[src/design/tidc_pkg.sv]
// ----------------------------------------------------------------------------
// tidc_pkg
// Shared types and codes for the timed id-to-value cache.
// ----------------------------------------------------------------------------
package tidc_pkg;

  localparam int PID_W   = 32;
  localparam int VALUE_W = 64;
  localparam int TIME_W  = 63;

  localparam logic [1:0] FUNC_LOOKUP  = 2'd0;
  localparam logic [1:0] FUNC_INSERT  = 2'd1;
  localparam logic [1:0] FUNC_INV_ALL = 2'd2;
  localparam logic [1:0] FUNC_INV_ONE = 2'd3;

  localparam logic [TIME_W-1:0] TIMEOUT_RESET = TIME_W'(50000000);
  localparam logic [TIME_W-1:0] STAMP_MAX     = {TIME_W{1'b1}};

  // One stored slot, as kept in the entry memory.
  typedef struct packed {
    logic [PID_W-1:0]   pid;
    logic [VALUE_W-1:0] value;
    logic [TIME_W-1:0]  stamp;
  } entry_t;

  // Per-entry compare results handed from the evaluator to the sequencer.
  typedef struct packed {
    logic pid_eq;
    logic live;
    logic older;
  } eval_t;

endpackage

[src/design/timed_id_to_value_cache_core.sv]
// ----------------------------------------------------------------------------
// timed_id_to_value_cache_core
// Fully associative cache of process id to 64-bit value with a time stamp
// per entry and a programmable lifetime.
// ----------------------------------------------------------------------------
// Usage: raise start with func, pid, new_value and now while busy is low.
// The result (hit, value) appears on the ports for exactly one cycle with
// done high; it is not held, so capture it on that cycle. Every request gives
// one result. A request that scans the entries reads one entry per cycle from
// the entry memory: the accept cycle issues the first read, then each cycle
// checks one entry, and done rises the cycle after the last entry checked.
// A scan checks at most ENTRIES entries; busy is high while entries are
// checked and low again when done rises. Invalidate-all, a zero pid and
// an insert of a zero value need no scan (done on the next cycle,
// busy stays low). A new request may be accepted in the cycle done is high.
// The timeout register is written through cfg_valid/cfg_data, always ready;
// write it only while the cache is idle.
// ----------------------------------------------------------------------------
module timed_id_to_value_cache_core #(
  parameter int ENTRIES = 16
) (
  input  logic                             clk,
  input  logic                             rst,
  // request channel
  input  logic                             start,
  output logic                             busy,
  input  logic [1:0]                       func,
  input  logic [tidc_pkg::PID_W-1:0]       pid,
  input  logic [tidc_pkg::VALUE_W-1:0]     new_value,
  input  logic [tidc_pkg::TIME_W-1:0]      now,
  // result channel
  output logic                             done,
  output logic                             hit,
  output logic [tidc_pkg::VALUE_W-1:0]     value,
  // configuration channel
  input  logic                             cfg_valid,
  output logic                             cfg_ready,
  input  logic [tidc_pkg::TIME_W-1:0]      cfg_data
);

  localparam int AW = (ENTRIES > 1) ? $clog2(ENTRIES) : 1;
  localparam logic [AW-1:0] LAST_IDX = AW'(ENTRIES - 1);

  localparam logic ST_IDLE = 1'b0;
  localparam logic ST_RUN  = 1'b1;

  logic                           state;
  logic [ENTRIES-1:0]             valid;
  logic [tidc_pkg::TIME_W-1:0]    timeout;

  // latched request
  logic [1:0]                     req_func;
  logic [tidc_pkg::PID_W-1:0]     req_pid;
  logic [tidc_pkg::VALUE_W-1:0]   req_value;
  logic [tidc_pkg::TIME_W-1:0]    req_now;

  // scan state
  logic [AW-1:0]                  cmp_idx;
  logic [tidc_pkg::TIME_W-1:0]    oldest;
  logic [AW-1:0]                  victim;

  tidc_pkg::entry_t               rd_data;
  tidc_pkg::entry_t               wr_data;
  tidc_pkg::eval_t                ev;
  logic [AW-1:0]                  rd_addr;
  logic                           wr_en;
  logic [AW-1:0]                  wr_slot;

  logic                           accept;
  logic                           quick;
  logic                           last;
  logic                           cur_v;
  logic                           match;
  logic                           fin;
  logic                           fin_hit;
  logic                           clr_cur;

  assign busy      = (state == ST_RUN);
  assign cfg_ready = 1'b1;
  assign accept    = start && !busy;

  // Requests that never touch the memory finish right away.
  assign quick = (func == tidc_pkg::FUNC_INV_ALL) || (pid == '0) ||
                 ((func == tidc_pkg::FUNC_INSERT) && (new_value == '0));

  // Read entry 0 on accept, then the entry after the one being checked.
  assign rd_addr = (state == ST_IDLE) ? '0 : AW'(cmp_idx + 1'b1);

  tidc_mem #(
    .DEPTH (ENTRIES),
    .AW    (AW)
  ) u_mem (
    .clk     (clk),
    .wr_en   (wr_en),
    .wr_addr (wr_slot),
    .wr_data (wr_data),
    .rd_addr (rd_addr),
    .rd_data (rd_data)
  );

  tidc_eval u_eval (
    .entry   (rd_data),
    .pid     (req_pid),
    .now     (req_now),
    .timeout (timeout),
    .oldest  (oldest),
    .res     (ev)
  );

  assign last  = (cmp_idx == LAST_IDX);
  assign cur_v = valid[cmp_idx];
  assign match = cur_v && ev.pid_eq;

  always_comb begin
    wr_data.pid   = req_pid;
    wr_data.value = req_value;
    wr_data.stamp = req_now;
  end

  // Decide what the entry under check does to the scan.
  always_comb begin
    fin     = 1'b0;
    fin_hit = 1'b0;
    clr_cur = 1'b0;
    wr_en   = 1'b0;
    wr_slot = cmp_idx;
    if (state == ST_RUN) begin
      case (req_func)
        tidc_pkg::FUNC_LOOKUP: begin
          if (match && ev.live) begin
            fin     = 1'b1;
            fin_hit = 1'b1;
          end else begin
            // drop an expired entry with the same id
            clr_cur = match;
            fin     = last;
          end
        end
        tidc_pkg::FUNC_INSERT: begin
          if (!cur_v || ev.pid_eq) begin
            wr_en = 1'b1;
            fin   = 1'b1;
          end else if (last) begin
            // cache full: evict the oldest entry; on a tie the lowest index wins
            wr_en   = 1'b1;
            wr_slot = ev.older ? cmp_idx : victim;
            fin     = 1'b1;
          end
        end
        tidc_pkg::FUNC_INV_ONE: begin
          clr_cur = match;
          fin     = match || last;
        end
        default: begin
          fin = 1'b1;
        end
      endcase
    end
  end

  // Control: state, valid bits, result strobe, timeout register.
  always_ff @(posedge clk) begin
    if (rst) begin
      state   <= ST_IDLE;
      valid   <= '0;
      done    <= 1'b0;
      timeout <= tidc_pkg::TIMEOUT_RESET;
    end else begin
      done <= 1'b0;
      if (cfg_valid && cfg_ready) begin
        timeout <= cfg_data;
      end
      if (accept) begin
        if (quick) begin
          done <= 1'b1;
          if (func == tidc_pkg::FUNC_INV_ALL) begin
            valid <= '0;
          end
        end else begin
          state <= ST_RUN;
        end
      end
      if (state == ST_RUN) begin
        if (clr_cur) begin
          valid[cmp_idx] <= 1'b0;
        end
        if (wr_en) begin
          valid[wr_slot] <= 1'b1;
        end
        if (fin) begin
          state <= ST_IDLE;
          done  <= 1'b1;
        end
      end
    end
  end

  // Payload: request latch, scan position, victim tracking, result data.
  always_ff @(posedge clk) begin
    if (accept) begin
      req_func  <= func;
      req_pid   <= pid;
      req_value <= new_value;
      req_now   <= now;
      cmp_idx   <= '0;
      oldest    <= tidc_pkg::STAMP_MAX;
      victim    <= '0;
      hit       <= 1'b0;
      value     <= '0;
    end
    if (state == ST_RUN) begin
      // advance the scan; data for the next entry lands next cycle
      cmp_idx <= AW'(cmp_idx + 1'b1);
      if (ev.older) begin
        oldest <= rd_data.stamp;
        victim <= cmp_idx;
      end
      if (fin) begin
        hit   <= fin_hit;
        value <= fin_hit ? rd_data.value : '0;
      end
    end
  end

endmodule

[src/design/tidc_mem.sv]
// ----------------------------------------------------------------------------
// tidc_mem
// Single-port-write, single-read entry memory with a registered read.
// ----------------------------------------------------------------------------
module tidc_mem #(
  parameter int DEPTH = 16,
  parameter int AW    = 4
) (
  input  logic              clk,
  input  logic              wr_en,
  input  logic [AW-1:0]     wr_addr,
  input  tidc_pkg::entry_t  wr_data,
  input  logic [AW-1:0]     rd_addr,
  output tidc_pkg::entry_t  rd_data
);

  tidc_pkg::entry_t mem [DEPTH];

  always_ff @(posedge clk) begin
    if (wr_en) begin
      mem[wr_addr] <= wr_data;
    end
  end

  always_ff @(posedge clk) begin
    rd_data <= mem[rd_addr];
  end

endmodule

[src/design/tidc_eval.sv]
// ----------------------------------------------------------------------------
// tidc_eval
// Compare one stored entry against the request: id match, liveness and age
// order against the oldest stamp seen so far.
// ----------------------------------------------------------------------------
module tidc_eval (
  input  tidc_pkg::entry_t                  entry,
  input  logic [tidc_pkg::PID_W-1:0]        pid,
  input  logic [tidc_pkg::TIME_W-1:0]       now,
  input  logic [tidc_pkg::TIME_W-1:0]       timeout,
  input  logic [tidc_pkg::TIME_W-1:0]       oldest,
  output tidc_pkg::eval_t                   res
);

  logic [tidc_pkg::TIME_W-1:0] age;

  assign age = now - entry.stamp;

  always_comb begin
    res.pid_eq = (entry.pid == pid);
    // a stamp in the future counts as live
    res.live   = (now < entry.stamp) || (age < timeout);
    res.older  = (entry.stamp < oldest);
  end

endmodule
[config.mk]
export PLATFORM = sky130hd
export DESIGN_NAME = timed_id_to_value_cache_core
export DESIGN_NICKNAME = d
export VERILOG_FILES = /design/src/design/tidc_pkg.sv /design/src/design/timed_id_to_value_cache_core.sv /design/src/design/tidc_mem.sv /design/src/design/tidc_eval.sv
export SDC_FILE = /design/constraint.sdc
export NUM_CORES = 2
export LEC_CHECK = 0
export ABC_AREA = 1
export BUFFER_PORTS_ARGS = -buffer_cell sky130_fd_sc_hd__buf_2
export CAP_MARGIN = 15
export CORE_MARGIN = 2
export CORE_UTILIZATION = 25
export CTS_CLUSTER_SIZE = 24
export DETAILED_ROUTE_END_ITERATION = 10
export MAX_ROUTING_LAYER = met4
export PLACE_DENSITY = 0.36
export SLEW_MARGIN = 10
export SYNTH_ARGS = -nofsm -noshare
export SYNTH_HDL_FRONTEND = slang
export SYNTH_SLANG_ARGS = --single-unit
[constraint.sdc]
create_clock -name clk -period 21.2 [get_ports clk]
set_input_delay 4.24 -clock clk [delete_from_list [all_inputs] [get_ports clk]]
set_output_delay 4.24 -clock clk [all_outputs]
set_load 0.02 [all_outputs]
* Word level (Yosys, flattened, before mapping)
Memory sizes are Yosys's and may differ from the RTL's. A register that Yosys moved wholly into a read port is not among the register bits.
Cells that the tools add are included.
W data, S select, Z words.
** Operators by class
- Muxes and demuxes :: 59
- Eq/ne operators :: 6
- $lt $le $gt $ge :: 7
- Bitwise operators :: 3
- Reduce and logical (&&, ||, !) cells :: 17
- $add $sub $neg :: 2
** Operator list (count)
- $mux W64 :: 4
- $lt A63 B63 Y1 :: 3
- $mux W63 :: 3
- $mux W16 :: 9
- $logic_not A64 Y1 :: 1
- $sub A63 B63 Y63 :: 1
- $mux W4 :: 11
- $eq A32 B32 Y1 :: 1
- $logic_not A32 Y1 :: 1
- $mux W1 :: 27
- $and A16 B16 Y16 :: 1
- $not A16 Y16 :: 1
- $or A16 B16 Y16 :: 1
- $lt A4 B5 Y1 const B :: 2
- $demux W1 S4 :: 2
- $ge A4 B1 Y1 const B :: 2
- $logic_and A1 B1 Y1 :: 6
- $logic_or A1 B1 Y1 :: 5
- $add A4 B1 Y4 const B :: 1
- $bmux W1 S4 :: 1
- $eq A2 B1 Y1 const B :: 2
- $eq A2 B2 Y1 const B :: 2
- $eq A4 B4 Y1 const B :: 1
- $pmux W1 S3 :: 1
- 4 further kinds :: 5
** Word-level totals
- Logic and storage cells :: 108
- Flip-flop bits (word level) :: 378
- Input port bits :: 228
- RAM bits :: 2544
- Memories :: 1
- Output and inout port bits :: 68
** Memories
- u_mem.mem :: depth 16, bits a word 159, read ports 1, clocked after memory_dff 1, write ports 1, line tidc_mem.sv:17 : tidc_pkg::entry_t mem [DEPTH];

* Depth between registers and ports, before layout
- Depth after elaboration :: 14
- Gate-level depth with buffers :: 32
- Mapped depth without buffers :: 31

* Modules after synthesis
From an unflattened synthesis, not the netlist that was laid out.
** Second synthesis, totals
- Cells, all modules :: 12829
- Area total of the unflattened synthesis :: 131585.0 µm²
** Modules (own cells, without submodules)
- tidc_mem :: cells each 9664, area each 108688.0 µm², seq. area each 79576.3 µm², times used 1
- timed_id_to_value_cache_core :: cells each 1251, area each 13232.7 µm², seq. area each 9218.8 µm², times used 1
- tidc_eval :: cells each 1914, area each 9664.3 µm², seq. area each 0.0 µm², times used 1

* Worst setup path before layout
No wires, ideal clock.
- Kind :: input -> register
- Start point :: input port start
- End point :: register valid[10]
- Library setup time :: 0.132 ns
- Setup slack :: 7.065 ns
- Arrival time :: 14.003 ns
- Stages on the path :: 8
- Buffers on the path :: 1
- Required time :: 21.068 ns
- Path through :: inv_1 nor2_1 clkinv_1 nor3_2 clkbuf_1 nor2_1 nand2_1 a21oi_1
** On the way
- Longest elaborated chain between the ends :: 10
** Ends and longest elaborated chain
- start: declaration :: line timed_id_to_value_cache_core.sv:25 : input logic start,
- $logic_and A1 B1 Y1 * :: line timed_id_to_value_cache_core.sv:80 : assign accept = start && !busy;
- net accept :: line timed_id_to_value_cache_core.sv:69 : logic accept;
- $mux W16 * :: line timed_id_to_value_cache_core.sv:173 : if (accept) begin
- $mux W16 * :: line timed_id_to_value_cache_core.sv:163 : if (rst) begin
- $and A16 B16 Y16 (no source line)
- $mux W16 :: line timed_id_to_value_cache_core.sv:184 : if (clr_cur) begin
- $mux W16 :: line timed_id_to_value_cache_core.sv:183 : if (state == ST_RUN) begin
- $mux W16 :: line timed_id_to_value_cache_core.sv:163
- $or A16 B16 Y16 (no source line)
- $mux W16 :: line timed_id_to_value_cache_core.sv:187 : if (wr_en) begin
- $mux W16 * :: line timed_id_to_value_cache_core.sv:183
- end signal: assignment :: line timed_id_to_value_cache_core.sv:165 : valid <= '0;
- end signal: indexed assignment :: line timed_id_to_value_cache_core.sv:185 : valid[cmp_idx] <= 1'b0;
- end signal: indexed assignment :: line timed_id_to_value_cache_core.sv:188 : valid[wr_slot] <= 1'b1;
- end: declaration :: line timed_id_to_value_cache_core.sv:48 : logic [ENTRIES-1:0] valid;
The timed path passes the listed nets; every way through them passes the cells marked *. The select of a mux whose other input is x is not followed.
A chain may end at the register's enable or synchronous reset.

* Worst setup path after layout
- Start point :: register req_now[0] (netlist bit)
- End point :: register value[8] (netlist bit)
** On the way
- Longest elaborated chain between the ends :: 10
- Elaborated cells on any way between the ends :: 14
- Classes of those cells :: add/sub (1); order compare (2); mux (9); reduce/logical (2)
** Ends and longest elaborated chain
- start: declaration :: line timed_id_to_value_cache_core.sv:55 : logic [tidc_pkg::TIME_W-1:0] req_now;
- start signal: assignment :: line timed_id_to_value_cache_core.sv:204 : req_now <= now;
- $sub A63 B63 Y63 :: line tidc_eval.sv:17 : assign age = now - entry.stamp;
- $lt A63 B63 Y1 :: line tidc_eval.sv:22 : res.live = (now < entry.stamp) || (age < timeout);
- $logic_or A1 B1 Y1 * :: line tidc_eval.sv:22
- $logic_and A1 B1 Y1 * :: line timed_id_to_value_cache_core.sv:130 : if (match && ev.live) begin
- $mux W1 :: line timed_id_to_value_cache_core.sv:130
- $mux W1 :: line timed_id_to_value_cache_core.sv:128 : case (req_func)
- $mux W1 :: line timed_id_to_value_cache_core.sv:127 : if (state == ST_RUN) begin
- $mux W64 :: line timed_id_to_value_cache_core.sv:220 : value <= fin_hit ? rd_data.value : '0;
- $mux W64 * :: line timed_id_to_value_cache_core.sv:218 : if (fin) begin
- $mux W64 * :: line timed_id_to_value_cache_core.sv:211 : if (state == ST_RUN) begin
- end signal: assignment :: line timed_id_to_value_cache_core.sv:220
- end: declaration :: line timed_id_to_value_cache_core.sv:34 : output logic [tidc_pkg::VALUE_W-1:0] value,
Mark *: on every way between the ends. The rest lies on a longest branch, timed or not.

==> impl_metrics.py <==
metrics = {
    "worst_setup_path": {
        "required_ns": 21.99,
        "crit_fanout": 41,
        "r2r-start": "req_now[0]$_DFFE_PP_",
        "ff2ff_path_depth": 28,
        "critPathKind": "flop to flop",
        "r2r-end": "value[8]$_DFF_P_",
        "regToRegSetupSlack_ns": 13.93,
        "worstSetupEndpointType": "flop",
        "startpoint_type": "flop",
        "max_stage_delay_ns": 0.86,
        "crit_arrival_ns": 8.06,
        "crit_slowest_cell": "o21ai_0",
        "crit_path_frequent_cell": "nand2_1",
    },
    "yosys": {
        "yosysMostFrequentCell": "edfxtp_1",
        "synthesis.nets": 9887,
        "yosys.area.top_type": "edfxtp_1",
        "synth_cell_types": 52,
        "synth-seq-cells": 3081,
        "synth_warnings": 0,
        "synth_ff_type": "edfxtp_1",
        "ys_seq_area_share_pct": 72.7,
        "synth_area_sq_um": 122000,
        "synth_top_cells_by_count": "edfxtp_1 (2709), o21ai_0 (1075), nor2_1 (1054), nand2_1 (865), a21oi_1 (493)",
        "synth_top_area_share_pct": 66.6,
        "synthArstFlopShare_pct": 0,
        "netlist_top_cells_area": "edfxtp_1 (67%), dfxtp_1 (6.1%), o21ai_0 (4.4%)",
        "synth-edff-count": 2709,
        "syn_avg_cell_area_sq_um": 12.9,
        "synthCells": 9463,
    },
    "min_path": {
        "min_path_cells": 2,
        "min_path_type": "flop to flop",
        "min_from": "u_mem.rd_data[107]$_DFF_P_",
        "hold_end": "value[44]$_DFF_P_",
    },
    "route": {
        "via_per_inst": 4.80,
        "wl_per_cell_microns": 26.5,
        "ant_nets": 0,
        "dr.first_iter.drc_count": 6709,
        "vias": 78900,
        "finalWirelength_mm": 435,
        "dr.pass1.iters": 5,
        "drc": 0,
    },
    "timing": {
        "setup_tns_ns": 0,
        "slew_headroom_pct": 21.6,
        "rsz0062_at_grt": "false",
        "setup_slack_ns": 13.93,
        "finClkSkew_ns": 0.0581,
        "period_minus_slack_ns": 7.27,
        "setup_viol": 0,
        "worstMarginPinSlew_ns": 1.18,
        "fmax_mhz": 137,
        "min_period_over_period_pct": 34.3,
        "maxSlewViolCount": 0,
        "hold_viol": 0,
    },
    "clock_tree": {
        "cts_resized": 0,
        "path_clk_slew_ns": 0.06,
        "htree_levels": 5,
        "ctsRootBufferMaster": "clkbuf_16",
        "clk_path_buf_depth": 4,
        "hold_buffers": 0,
        "insertion_delay_ns": 0.97,
        "cts_setup_buffers": 0,
        "numCtsBuffers": 353,
        "cts_sinks": 3081,
        "cts_tree": "done",
    },
    "power": {
        "vdd_drop_max_v": 0.0000679,
        "totalPowerFinal_mw": 14.5,
        "p_leak_nw": 46.9,
        "power_density_nw_per_um2": 102,
    },
    "grt": {
        "grt_pass1_vias": 78800,
        "grt_usage_pct": 17.6,
        "gr-total-overflow": 0,
        "grt_max_degree": 145,
        "grt_pass1_wl_mm": 607,
        "antenna_found_initial": 44,
    },
    "cells_and_area": {
        "final_area_sq_um": 142000,
        "synthToLayoutAreaGrowth_pct": 16.1,
        "drive_above_1_share_pct": 10.5,
        "fill_cells": 49400,
        "regArea_sq_um": 88800,
        "final_nets": 10100,
        "multi_input_area_sq_um": 29000,
        "stdcell_count": 16400,
    },
    "place": {
        "pre_cts_ws_ns": 14.06,
        "postPlaceCellArea_sq_um": 130000,
        "place.port_buffers": 294,
        "place_hpwl_mm": 239,
        "placedCellCount": 15800,
        "gp_congestion": 0.861,
    },
    "floorplan": {
        "die_h_microns": 703,
        "dieArea_sq_um": 494000,
        "die_width_microns": 703,
        "fp-row-count": 256,
        "core_sq_um": 486000,
        "io_pins": 296,
        "start_util_pct": 25.1,
    },
    "job": {
        "drv_cap": 0,
    },
    "status": {
        "status": "finished clean",
    },
}
placed cells by master (no fill, tap or decap), types with 44 or more instances in the layout:
cell,n
nor2_1,1053
nor3_1,54
o21ai_0,1075
a31oi_1,54
clkbuf_1,93
o21ai_1,93
a22oi_1,119
dfxtp_1,372
clkinv_2,64
clkinv_1,44
o211ai_1,194
o221ai_1,129
ha_1,195
nand2_1,864
a21oi_1,493
inv_1,450
a221o_1,76
buf_4,146
buf_2,294
a221oi_1,78
nand3_1,130
edfxtp_1,2709
clkbuf_16,361
o22ai_1,448
routing by layer:
metal | wire, microns | GRT usage (%) | vias up
li1 | - | - | 35700
met1 | 196000 | 23.0 | 40700
met2 | 211000 | 29.3 | 1901
met3 | 17200 | 1.84 | 552
met4 | 10100 | 4.16 | 0
met5 | 0 | - | -
per-stage QoR:
stage | hold WS [ns] | utilization [%]
after floorplan | 0.406 | -
after global placement | 0.420 | 26.8
after detailed placement | 0.424 | 26.8
after CTS | 0.435 | 29.1
after global routing | 0.464 | 29.1
final | 0.430 | 29.1
worst max path at each step:
stage / startpoint / endpoint / slack, ns
final: req_now[0]$_DFFE_PP_ / value[8]$_DFF_P_ / 13.93
after global routing: req_now[0]$_DFFE_PP_ / value[4]$_DFF_P_ / 13.47
after CTS: req_now[0]$_DFFE_PP_ / value[11]$_DFF_P_ / 14.02
after detailed placement: req_now[0]$_DFFE_PP_ / value[11]$_DFF_P_ / 14.06
after global placement: req_now[0]$_DFFE_PP_ / value[8]$_DFF_P_ / 14.02
after floorplan: start / valid[10]$_SDFF_PP0_ / 7.06
cells by family (layout without fill, tap and decap cells):
kind of cell	after synthesis	in the layout	share of synthesized area, %
buf+inv	1075	1566	3.55
simple gates	2182	2182	7.09
flops	3081	3081	72.7
fa+ha+maj	196	196	2.02
xor+xnor	79	79	0.567
other cells	1	22	0.00307
compound gates	2849	2849	14.0
final cells by class:
type	count	share of cell area, %
Antenna cell	21	0.0371
Clock buffer	489	6.96
Clock inverter	154	0.936
Inverter	478	1.38
Multi-Input combinational cell	5307	20.5
Timing Repair Buffer	445	1.88
Tap cell	6450	5.70
Sequential cell	3081	62.7
sequential cells by signal (all words and copies together), names as in the netlist:
name           cells
u_mem.mem       2544
u_mem.rd_data    159
req_value         64
value             64
oldest            63
req_now           63
timeout           63
req_pid           32
valid             16
cmp_idx            4
victim             4
req_func           2
busy               1
done               1
hit                1
critical path: cells and delay by family, from the launching register on:
kind / cells / cell delay [ns]
xor+xnor: 1 / 0.20
fa+ha+maj: 3 / 0.91
simple gates: 15 / 2.34
flops: 1 / 0.69
compound gates: 6 / 1.84
buf+inv: 3 / 0.95
power by group:
group / leakage, nW / total [mW] / internal [mW] / switching [mW]
clock network: 5.51 / 5.97 / 3.43 / 2.54
registers: 27.5 / 6.93 / 6.75 / 0.174
logic: 13.8 / 1.60 / 0.476 / 1.12
Power figures use the tool's default switching activity.
